## config.mk

```make
export PLATFORM = sky130hd
export DESIGN_NAME = kmp_stream_matcher
export DESIGN_NICKNAME = d
export VERILOG_FILES = /design/src/kmp_pkg.sv /design/src/kmp_stream_matcher.sv /design/src/kmp_cell.sv
export VERILOG_INCLUDE_DIRS = /design/src /design/src/src
export SDC_FILE = /design/constraint.sdc
export NUM_CORES = 1
export LEC_CHECK = 0
export ABC_AREA = 0
export ABC_CLOCK_PERIOD_IN_PS = 5000
export BUFFER_PORTS_ARGS = -buffer_cell sky130_fd_sc_hd__clkbuf_2
export CORE_ASPECT_RATIO = 0.75
export CORE_MARGIN = 8
export CORE_UTILIZATION = 40
export DETAILED_ROUTE_END_ITERATION = 6
export SYNTH_ARGS = -nofsm -noshare
export SYNTH_HDL_FRONTEND = slang
export SYNTH_SLANG_ARGS = --single-unit
```

## constraint.sdc

```tcl
create_clock -name clk -period 5 [get_ports clk]
set_input_delay 0.25 -clock clk [delete_from_list [all_inputs] [get_ports clk]]
set_output_delay 0.25 -clock clk [all_outputs]
set_load 0.05 [all_outputs]
```

## src/assert_macros.svh

```systemverilog
// Assertion macros used by the matcher top level.
`ifndef ASSERT_MACROS_SVH
`define ASSERT_MACROS_SVH

// Same-cycle implication, sampled on clk, held off during reset.
`define ASSERT_NOW(label, ante, cons) \
    label: assert property (@(posedge clk) disable iff (!rst_n) (ante) |-> (cons)) \
        else $error("assertion failed: same-cycle check");

// Next-cycle implication, sampled on clk, held off during reset.
`define ASSERT_NEXT(label, ante, cons) \
    label: assert property (@(posedge clk) disable iff (!rst_n) (ante) |=> (cons)) \
        else $error("assertion failed: next-cycle check");

`endif

```

## src/kmp_pkg.sv

```systemverilog
// Shared constants, types and helpers of the streaming pattern matcher.
package kmp_pkg;

    localparam int PATTERN_MAX   = 32;
    localparam int POSITION_BITS = 32;
    localparam int BYTE_BITS     = 8;
    localparam int LEN_BITS      = 6;
    localparam int CFG_BITS      = 64;
    localparam int CFG_IDX_BITS  = 3;
    localparam int START_BITS    = 32;
    localparam int BYTES_PER_REG = CFG_BITS / BYTE_BITS;
    localparam int NUM_WORDS     = 4;
    localparam int IDX_BITS      = (PATTERN_MAX > 1) ? $clog2(PATTERN_MAX) : 1;
    localparam int EFF_BITS      = $clog2(PATTERN_MAX + 1);

    // Register indexes of the configuration port
    localparam logic [CFG_IDX_BITS-1:0] REG_LENGTH  = 3'd0;
    localparam logic [CFG_IDX_BITS-1:0] REG_BYTES_0 = 3'd1;
    localparam logic [CFG_IDX_BITS-1:0] REG_BYTES_3 = 3'd4;

    // Control handed to every cell of the chain
    typedef struct packed {
        logic advance;
        logic clear;
    } cell_ctrl_t;

    // Clamp the programmed length into 1..PATTERN_MAX
    function automatic logic [EFF_BITS-1:0] eff_len(input logic [LEN_BITS-1:0] len);
        logic [EFF_BITS-1:0] n;
        if (len == '0)
            n = EFF_BITS'(1);
        else if (int'(len) > PATTERN_MAX)
            n = EFF_BITS'(PATTERN_MAX);
        else
            n = EFF_BITS'(len);
        return n;
    endfunction

endpackage

```

## src/kmp_stream_matcher.sv

```systemverilog
// Top level of the streaming exact-pattern matcher.
// Usage:
//   Program the pattern through the write port: index 0 takes the length
//   (0 acts as 1, values above 32 act as 32), indexes 1 to 4 take eight
//   pattern bytes each, byte k in bits 8k upward. Any accepted write to
//   indexes 0..4 restarts the search; other indexes are dropped.
//   Text bytes enter on the slave stream, one byte per request, with tlast
//   on the final byte of a text. Every byte yields exactly one result
//   request on the master stream: tuser is the match flag, tdata the start
//   position of the occurrence ending at that byte (0 when none).
// Timing:
//   A row of cells, one per pattern byte, holds the set of matched prefixes;
//   each accepted byte shifts that set one cell along the row. A result is
//   registered in the cycle after its byte is accepted, and a new byte is taken
//   every cycle while the output register is empty or being drained.
// Reset and stall:
//   Reset clears the row, the position and the output register and loads a
//   one-byte zero pattern. A stalled receiver holds the result and stops the
//   slave side once the output register is full. After a tlast byte the row
//   and the position return to zero; the position saturates at its maximum.
`include "assert_macros.svh"

module kmp_stream_matcher (
    input  logic                                  clk,
    input  logic                                  rst_n,
    // write port
    input  logic                                  cfg_we,
    input  logic [kmp_pkg::CFG_IDX_BITS-1:0]      cfg_index,
    input  logic [kmp_pkg::CFG_BITS-1:0]          cfg_data,
    // text stream
    input  logic                                  s_axis_tvalid,
    output logic                                  s_axis_tready,
    input  logic [7:0]                            s_axis_tdata,   // [7:0] text_byte
    input  logic                                  s_axis_tlast,   // end_of_text
    // result stream
    output logic                                  m_axis_tvalid,
    input  logic                                  m_axis_tready,
    output logic [31:0]                           m_axis_tdata,   // [31:0] match_start
    output logic                                  m_axis_tuser    // [0] match_found
);

    localparam logic [kmp_pkg::POSITION_BITS-1:0] POS_MAX = '1;

    // Configuration storage
    logic [kmp_pkg::LEN_BITS-1:0]  len_reg;
    logic [kmp_pkg::BYTE_BITS-1:0] pat_reg [kmp_pkg::PATTERN_MAX];

    // Search state and output register
    logic [kmp_pkg::POSITION_BITS-1:0] pos_reg, pos_next;
    logic                              out_valid_reg, out_valid_next;
    logic                              out_found_reg, out_found_next;
    logic [kmp_pkg::START_BITS-1:0]    out_start_reg, out_start_next;

    logic                              in_acc;
    logic                              cfg_hit;
    kmp_pkg::cell_ctrl_t               ctrl;
    logic [kmp_pkg::PATTERN_MAX-1:0]   chain_in_vec;
    logic [kmp_pkg::PATTERN_MAX-1:0]   chain_out_vec;
    logic [kmp_pkg::PATTERN_MAX-1:0]   hit_vec;
    logic [kmp_pkg::EFF_BITS-1:0]      n_eff;
    logic [kmp_pkg::IDX_BITS-1:0]      last_idx;
    logic                              match_now;
    logic [kmp_pkg::POSITION_BITS-1:0] start_pos;

    // Take a byte whenever the output register is free or drains this cycle
    assign s_axis_tready = !out_valid_reg || m_axis_tready;
    assign in_acc        = s_axis_tvalid && s_axis_tready;

    // Only writes to a listed register restart the search
    assign cfg_hit = cfg_we && (cfg_index <= kmp_pkg::REG_BYTES_3);

    always_comb
    begin
        ctrl.advance = in_acc;
        ctrl.clear   = cfg_hit || (in_acc && s_axis_tlast);
    end

    // Pattern length register
    always_ff @(posedge clk or negedge rst_n)
    begin
        if (!rst_n)
            len_reg <= kmp_pkg::LEN_BITS'(1);
        else if (cfg_we && cfg_index == kmp_pkg::REG_LENGTH)
            len_reg <= cfg_data[kmp_pkg::LEN_BITS-1:0];
    end

    // Pattern bytes and the row of cells, one per pattern byte
    genvar k;
    generate
        for (k = 0; k < kmp_pkg::PATTERN_MAX; k++)
        begin : g_cell
            localparam int WORD = k / kmp_pkg::BYTES_PER_REG;
            localparam int LANE = k % kmp_pkg::BYTES_PER_REG;

            if (WORD < kmp_pkg::NUM_WORDS)
            begin : g_store
                always_ff @(posedge clk or negedge rst_n)
                begin
                    if (!rst_n)
                        pat_reg[k] <= '0;
                    else if (cfg_we && cfg_index ==
                             kmp_pkg::CFG_IDX_BITS'(int'(kmp_pkg::REG_BYTES_0) + WORD))
                        pat_reg[k] <= cfg_data[LANE*kmp_pkg::BYTE_BITS +: kmp_pkg::BYTE_BITS];
                end
            end
            else
            begin : g_zero
                // Bytes past the programmable range read as zero
                assign pat_reg[k] = '0;
            end

            if (k == 0)
            begin : g_head
                // The empty prefix always matches
                assign chain_in_vec[k] = 1'b1;
            end
            else
            begin : g_link
                assign chain_in_vec[k] = chain_out_vec[k-1];
            end

            kmp_cell u_cell (
                .clk          (clk),
                .rst_n        (rst_n),
                .ctrl         (ctrl),
                .pattern_byte (pat_reg[k]),
                .text_byte    (s_axis_tdata),
                .chain_in     (chain_in_vec[k]),
                .hit          (hit_vec[k]),
                .chain_out    (chain_out_vec[k])
            );
        end
    endgenerate

    // A full occurrence ends here when the cell of the last pattern byte hits
    assign n_eff     = kmp_pkg::eff_len(len_reg);
    assign last_idx  = kmp_pkg::IDX_BITS'(n_eff - kmp_pkg::EFF_BITS'(1));
    assign match_now = hit_vec[last_idx];
    assign start_pos = pos_reg - kmp_pkg::POSITION_BITS'(last_idx);

    always_comb
    begin
        pos_next       = pos_reg;
        out_valid_next = out_valid_reg;
        out_found_next = out_found_reg;
        out_start_next = out_start_reg;

        if (m_axis_tready)
            out_valid_next = 1'b0;

        if (in_acc)
        begin
            out_valid_next = 1'b1;
            out_found_next = match_now;
            out_start_next = match_now ? kmp_pkg::START_BITS'(start_pos) : '0;
            // Advance the position, hold at saturation
            if (pos_reg != POS_MAX)
                pos_next = pos_reg + kmp_pkg::POSITION_BITS'(1);
        end

        if (ctrl.clear)
            pos_next = '0;
    end

    always_ff @(posedge clk or negedge rst_n)
    begin
        if (!rst_n)
        begin
            pos_reg       <= '0;
            out_valid_reg <= 1'b0;
            out_found_reg <= 1'b0;
            out_start_reg <= '0;
        end
        else
        begin
            pos_reg       <= pos_next;
            out_valid_reg <= out_valid_next;
            out_found_reg <= out_found_next;
            out_start_reg <= out_start_next;
        end
    end

    assign m_axis_tvalid = out_valid_reg;
    assign m_axis_tuser  = out_found_reg;
    assign m_axis_tdata  = out_start_reg;

    // End of text returns the position to zero
    `ASSERT_NEXT(a_eot_clears_pos, in_acc && s_axis_tlast, pos_reg == '0)
    // A saturated position stays saturated while the text continues
    `ASSERT_NEXT(a_pos_saturates, in_acc && !s_axis_tlast && !cfg_hit && pos_reg == POS_MAX,
                 pos_reg == POS_MAX)
    // A result without a match reports a zero start
    `ASSERT_NOW(a_nomatch_zero, out_valid_reg && !out_found_reg, out_start_reg == '0)
    // Every byte taken leaves a result behind
    `ASSERT_NEXT(a_acc_gives_result, in_acc, out_valid_reg)

endmodule

```

## src/kmp_cell.sv

```systemverilog
// One cell of the matcher chain: holds one prefix flag and compares one pattern byte.
module kmp_cell (
    input  logic                               clk,
    input  logic                               rst_n,
    input  kmp_pkg::cell_ctrl_t                ctrl,
    input  logic [kmp_pkg::BYTE_BITS-1:0]      pattern_byte,
    input  logic [kmp_pkg::BYTE_BITS-1:0]      text_byte,
    input  logic                               chain_in,
    output logic                               hit,
    output logic                               chain_out
);

    logic hit_reg;
    logic hit_next;

    // Extend the prefix held by the left neighbor when this byte matches
    assign hit = chain_in && (pattern_byte == text_byte);

    always_comb
    begin
        hit_next = hit_reg;
        if (ctrl.clear)
            hit_next = 1'b0;
        else if (ctrl.advance)
            hit_next = hit;
    end

    always_ff @(posedge clk or negedge rst_n)
    begin
        if (!rst_n)
            hit_reg <= 1'b0;
        else
            hit_reg <= hit_next;
    end

    assign chain_out = hit_reg;

endmodule

```

## Word level (Yosys, flattened, before mapping)

Cells that the tools add are included.

| storage, ports and cells | value |
|---|---|
| logic and storage cells | 231 |
| register bits | 359 |

| cells by class | value |
|---|---|
| muxes and demuxes | 72 |
| $lt $le $gt $ge | 3 |
| equality and inequality tests | 37 |
| reduce and logical (&&, ||, !) cells | 48 |
| add/sub/neg operators | 3 |

Operator list:

| cell | count |
|---|---|
| 8-bit equality test | 32 |
| 32-bit 2-to-1 mux | 4 |
| 1-bit 2-to-1 mux | 65 |
| 1-bit logical AND | 39 |
| 32-bit by 1-bit adder with 32-bit output (second input constant) | 1 |
| 32-bit inequality test (second input constant) | 1 |
| 32-bit by 5-bit subtractor with 32-bit output | 1 |
| 5-bit 2-to-1 mux | 2 |
| 3-bit by 2-bit equality test with 1-bit output (second input constant) | 2 |
| 6-bit greater-than comparator (second input constant) | 1 |
| 6-bit zero test | 1 |
| 5-bit by 6-bit less-than comparator with 1-bit output (second input constant) | 1 |
| 2-bit nonzero test | 3 |
| 1-bit binary-select mux with 5-bit select | 1 |
| 5-bit by 1-bit subtractor with 5-bit output (second input constant) | 1 |
| 3-bit by 1-bit equality test with 1-bit output (second input constant) | 1 |
| 3-bit equality test (second input constant) | 1 |
| 3-bit <= comparator (second input constant) | 1 |
| 3-bit zero test | 1 |
| 1-bit logical OR | 2 |
| 2-bit AND reduction | 1 |
| 1-bit zero test | 1 |

## Depth between registers and ports, before layout

| depth | value |
|---|---|
| word-level depth | 7 |
| depth in mapped cells | 17 |
| mapped depth without buffers | 15 |

## Cells and area by module

From an unflattened synthesis, not the netlist that was laid out.

| second synthesis, totals | value |
|---|---|
| cell total of the unflattened synthesis | 1,621 |
| area, all modules | 18,729.2 um^2 |

Modules (own cells, without submodules):

| module | sequential area each (um^2) | area an instance (um^2) | cells an instance | instances |
|---|---|---|---|---|
| kmp_stream_matcher | 8,209.1 | 14,164.8 | 1,045 | 1 |
| kmp_cell | 25.0 | 142.6 | 18 | 32 |

## Worst setup path after synthesis

No wires, ideal clock.

| timing | value |
|---|---|
| path type | register to register |
| start point | register len_reg[2] in the netlist's numbering |
| end point | register out_start_reg, in the netlist m_axis_tdata[24] |
| path slack | 1.395 ns |
| cell stages (with the launch flop) | 18 |
| data arrival time | 3.485 ns |
| clock period less this slack | 3.605 ns |
| path through | dfrtp_1 > nor4_1 > o21a_2 > inv_2 > buf_6 > ha_1 > xnor2_4 > inv_2 > ha_1 > nor3b_1 > o21a_1 > o21ai_0 > nand4_1 > or3_1 > buf_2 > nor3_1 > xnor2_1 > o21ai_2 |

| on the way | value |
|---|---|
| longest elaborated chain between the ends | 7 |
| elaborated cells between the ends (all ways) | 9 |
| classes of those cells | add/sub: 2; order compare: 1; mux: 5; reduce/logical: 1 |

RTL lines:

| item | line | RTL |
|---|---|---|
| from (decl) | kmp_stream_matcher.sv:45 | `logic [kmp_pkg::LEN_BITS-1:0] len_reg;` |
| from (signal assigned) | kmp_stream_matcher.sv:82 | `len_reg <= kmp_pkg::LEN_BITS'(1);` |
| from (signal assigned) | kmp_stream_matcher.sv:84 | `len_reg <= cfg_data[kmp_pkg::LEN_BITS-1:0];` |
| 6-bit greater-than comparator | kmp_pkg.sv:32 | `else if (int'(len) > PATTERN_MAX)` |
| 5-bit 2-to-1 mux | kmp_pkg.sv:32 |  |
| 5-bit 2-to-1 mux (*) | kmp_pkg.sv:30 | `if (len == '0)` |
| 5-bit by 1-bit subtractor with 5-bit output (*) | kmp_stream_matcher.sv:137 | `assign last_idx = kmp_pkg::IDX_BITS'(n_eff - kmp_pkg::EFF_BITS'(1));` |
| branches (longest 2 deep; another with 32-bit by 5-bit subtractor with 32-bit output) | - |  |
| 32-bit 2-to-1 mux (*) | kmp_stream_matcher.sv:155 | `out_start_next = match_now ? kmp_pkg::START_BITS'(start_pos) : '0;` |
| to (signal assigned) | kmp_stream_matcher.sv:179 | `out_start_reg <= out_start_next;` |
| to (decl) | kmp_stream_matcher.sv:52 | `logic [kmp_pkg::START_BITS-1:0] out_start_reg, out_start_next;` |

Every way passes the cells marked *. The select of a mux whose other input is x is not followed.
A chain may end at the register's enable or synchronous reset.

## Worst setup path after layout

Ends and elaborated chain as after synthesis.

==> impl_metrics.csv <==
group,metric,value,unit
status,status,"finished, final reports clean",
timing,tns,0,ps
timing,worst_slew_pin_slew,1090,ps
cts,cts_made_buffers,39,
cts,clk_latency,540,ps
timing,skew,17.1,ps
setup_path,required,5400,ps
detailed_routing,postRouteAntennaNets,0,
detailed_routing,wl_met1,22.9,mm
die,ios,116,
cells_and_area,nNetsFinal,1716,
detailed_routing,wl_per_cell,20.4,um
timing,hold_slack,14.3,ps
timing,slew_violations,0,
detailed_routing,dr.pass1.iters,7,
detailed_routing,drtIter0Drc,736,
placement,dp_hpwl,31.2,mm
timing,relSlewSlack,0.273,
synth,syn-instance-count,1499,
synth,ys_seq_area_frac,0.496,
power_and_ir_drop,power_density,442,nW/um2
timing,timing.final.ws_setup,645,ps
cts,clock_sinks,359,
detailed_routing,highest_layer,"met4",
synth,synth_area_per_cell,12.1,um2
setup_path,path_cells,"nor4_1 > o21a_2 > inv_2 > ha_1 > xnor2_4 > inv_2 > ha_1 > nor3b_1 > o21a_1 > o21ai_0 > nand4_1 > or3_1 > nor3_1 > xnor2_1 > o21ai_2",
detailed_routing,wl_met2,20.3,mm
global_route,antenna_found_initial,2,
cts,cts_setup_buffers,0,
synth,synth_edf_count,0,
cts,cts_buffer_depth,3,
placement,io_buffers,115,
global_route,grt_start_max_net_pins,121,
power_and_ir_drop,power.leakage,0.00861,uW
die,start_util,0.405,
setup_path,start_kind,"register",
synth,netlist_area,18100,um2
synth,yosysUniqueCellTypes,60,
cts,cts_tree,"done",
job,cap_violations,0,
die,die_area,52400,um2
synth,synth-main-ff-cell,"dfrtp_1",
worst_hold_path,hold_class,"in2reg",
setup_path,crit_slowest_cell,"or3_1",
cells_and_area,largest_reg_flops,256,
global_route,grt_pass1_wl,73.0,mm
placement,gp_congestion,0.915,
die,num_rows,67,
cts,h-tree-depth,2,
detailed_routing,wl,45.7,mm
setup_path,crit_path_end_kind,"register",
global_route,overflow,0,
die,core_area,44700,um2
setup_path,cp.arrival,4760,ps
timing,finalHoldViolations,0,
cts,root_buffer,"clkbuf_16",
cells_and_area,utilization,0.463,
detailed_routing,route.met3.wl,1.93,mm
setup_path,crit_type,"reg2reg",
detailed_routing,viasPerCell,5.24,
timing,fin_crit,4360,ps
placement,dp_slack,696,ps
synth,async_flop_share,1.00,
synth,synth_fp_nets,1589,
power_and_ir_drop,ir_drop,0.255,mV
setup_path,slowest_delay,530,ps
synth,synth_seq_cells,359,
synth,synth_warnings,0,
cells_and_area,drive_above_1_share,0.315,
timing,post-route-period-util,0.871,
cts,clk_pin_slew,60,ps
timing,rsz0062_at_grt,"false",
cells_and_area,syn2layout_area_growth,14.2,%
global_route,grt_use_total,0.175,
detailed_routing,drc,0,
setup_path,path_max_fanout,17,
detailed_routing,vias,11751,
global_route,grt_pass1_vias,12220,
die,die_height,200,um
timing,setup_viol,0,
die,die_w,262,um
timing,clock.fmax,0.230,GHz
routing by layer:
metal | up-vias | global-route usage
li1 | 5478 | -
met1 | 6024 | 0.265
met2 | 199 | 0.262
met3 | 50 | 0.0306
met4 | 0 | 0.0321
met5 | - | 0
synthesized netlist by cell type, types with 3 or more instances:
cell | instances | area [um2]
a211oi_1 | 4 | 30.0
a21oi_1 | 6 | 30.0
a22o_1 | 26 | 228
and2_1 | 9 | 56.3
and3_1 | 5 | 31.3
and4_1 | 10 | 87.6
buf_2 | 8 | 40.0
buf_4 | 13 | 97.6
buf_6 | 23 | 259
clkbuf_1 | 42 | 158
dfrtp_1 | 358 | 8960
ha_1 | 8 | 100
inv_1 | 9 | 33.8
mux2_2 | 264 | 2970
nand2_1 | 93 | 349
nand2b_1 | 10 | 62.6
nand3_1 | 46 | 230
nand4_1 | 37 | 231
nor2_1 | 55 | 206
nor2b_1 | 3 | 18.8
nor3_1 | 42 | 210
nor4_1 | 20 | 125
nor4_2 | 3 | 37.5
o21a_1 | 5 | 37.5
o21ai_0 | 12 | 60.1
o21ai_2 | 29 | 254
o31ai_1 | 4 | 30.0
or3_1 | 4 | 25.0
xnor2_1 | 255 | 2230
xor2_1 | 59 | 517
through the flow:
stage	instance area, um2	cells	total power [uW]
floorplan	18100	1499	5760
global placement	19200	2144	6320
detailed placement	19200	2144	6380
CTS	20700	2240	9270
global route	20700	2241	9630
finish	20700	2242	9160
worst max-delay path, delay by kind of cell, from the launching register on:
kind            cells  cell delay [ps]
fa+ha+maj           2              660
flops               1              430
buf+inv             2              340
simple gates        5             1510
xor+xnor            2              460
compound gates      4              830
cell type report:
type,instances,area [um2]
fillers,4132,24000
clock inverters,11,93.8
multi-input cells,1043,8580
flip-flops and latches,359,8980
inverters,11,41.3
repair buffers,172,1110
well taps,586,733
diodes,1,2.50
clock buffers,59,1150
cell families after synthesis:
| family | share of synthesized area |
|---|---|
| compound gates | 0.0485 |
| xor+xnor | 0.153 |
| fa+ha+maj | 0.00663 |
| buf+inv | 0.0329 |
| flops | 0.496 |
| mux | 0.165 |
| simple gates | 0.0973 |
power breakdown:
group | total [uW] | internal, uW | switching (uW)
logic | 2430 | 1070 | 1360
clock network | 2840 | 1640 | 1190
registers | 3890 | 3500 | 389
cells in the final DEF (no fill, tap or decap), types with 5 or more instances in the layout:
| master | netlist | routed |
|---|---|---|
| clkbuf_8 | 0 | 10 |
| ha_1 | 8 | 8 |
| a22o_1 | 26 | 26 |
| xor2_1 | 59 | 59 |
| dlygate4sd3_1 | 0 | 27 |
| a21oi_1 | 6 | 6 |
| nor4_1 | 20 | 20 |
| and2_1 | 9 | 9 |
| nand4_1 | 37 | 37 |
| nand2_1 | 93 | 93 |
| and3_1 | 5 | 5 |
| nand2b_1 | 10 | 10 |
| clkbuf_16 | 0 | 39 |
| clkinv_2 | 0 | 6 |
| nand3_1 | 46 | 45 |
| clkbuf_2 | 0 | 114 |
| xnor2_1 | 255 | 255 |
| mux2_2 | 264 | 264 |
| o21ai_0 | 12 | 12 |
| buf_4 | 13 | 28 |
| clkbuf_1 | 42 | 10 |
| nor2_1 | 55 | 52 |
| and4_1 | 10 | 10 |
| o21ai_2 | 29 | 29 |
| inv_1 | 9 | 9 |
| o21a_1 | 5 | 5 |
| dfrtp_1 | 358 | 358 |
| nor3_1 | 42 | 40 |
path summary, 6_finish.rpt:
check                                                        from                                endpoint  slack [ps]  cells after the start
max in group asynchronous                                   rst_n                 pat_reg[80]$_DFFE_PN0P_        3300                      3
setup / recovery                           len_reg[2]$_DFFE_PN0P_            m_axis_tdata[24]$_DFFE_PN0P_         640                     15
hold / removal                                       cfg_data[47]                 pat_reg[23]$_DFFE_PN0P_          10                      2
min in group asynchronous                                   rst_n                pat_reg[117]$_DFFE_PN0P_         340                      2
hold reg to reg            g_cell[6].u_cell.chain_out$_DFFE_PN0P_  g_cell[6].u_cell.chain_out$_DFFE_PN0P_         470                      2
setup reg to reg                           len_reg[2]$_DFFE_PN0P_            m_axis_tdata[24]$_DFFE_PN0P_         640                     15
what timing repair did:
action                                 4_1_cts  5_1_grt
endpoints found under the hold margin      186        2
hold buffers                                26        1
resized for setup                            0        0
setup endpoints to repair                    0        0
Note: power is estimated with default switching activity, not from simulation.
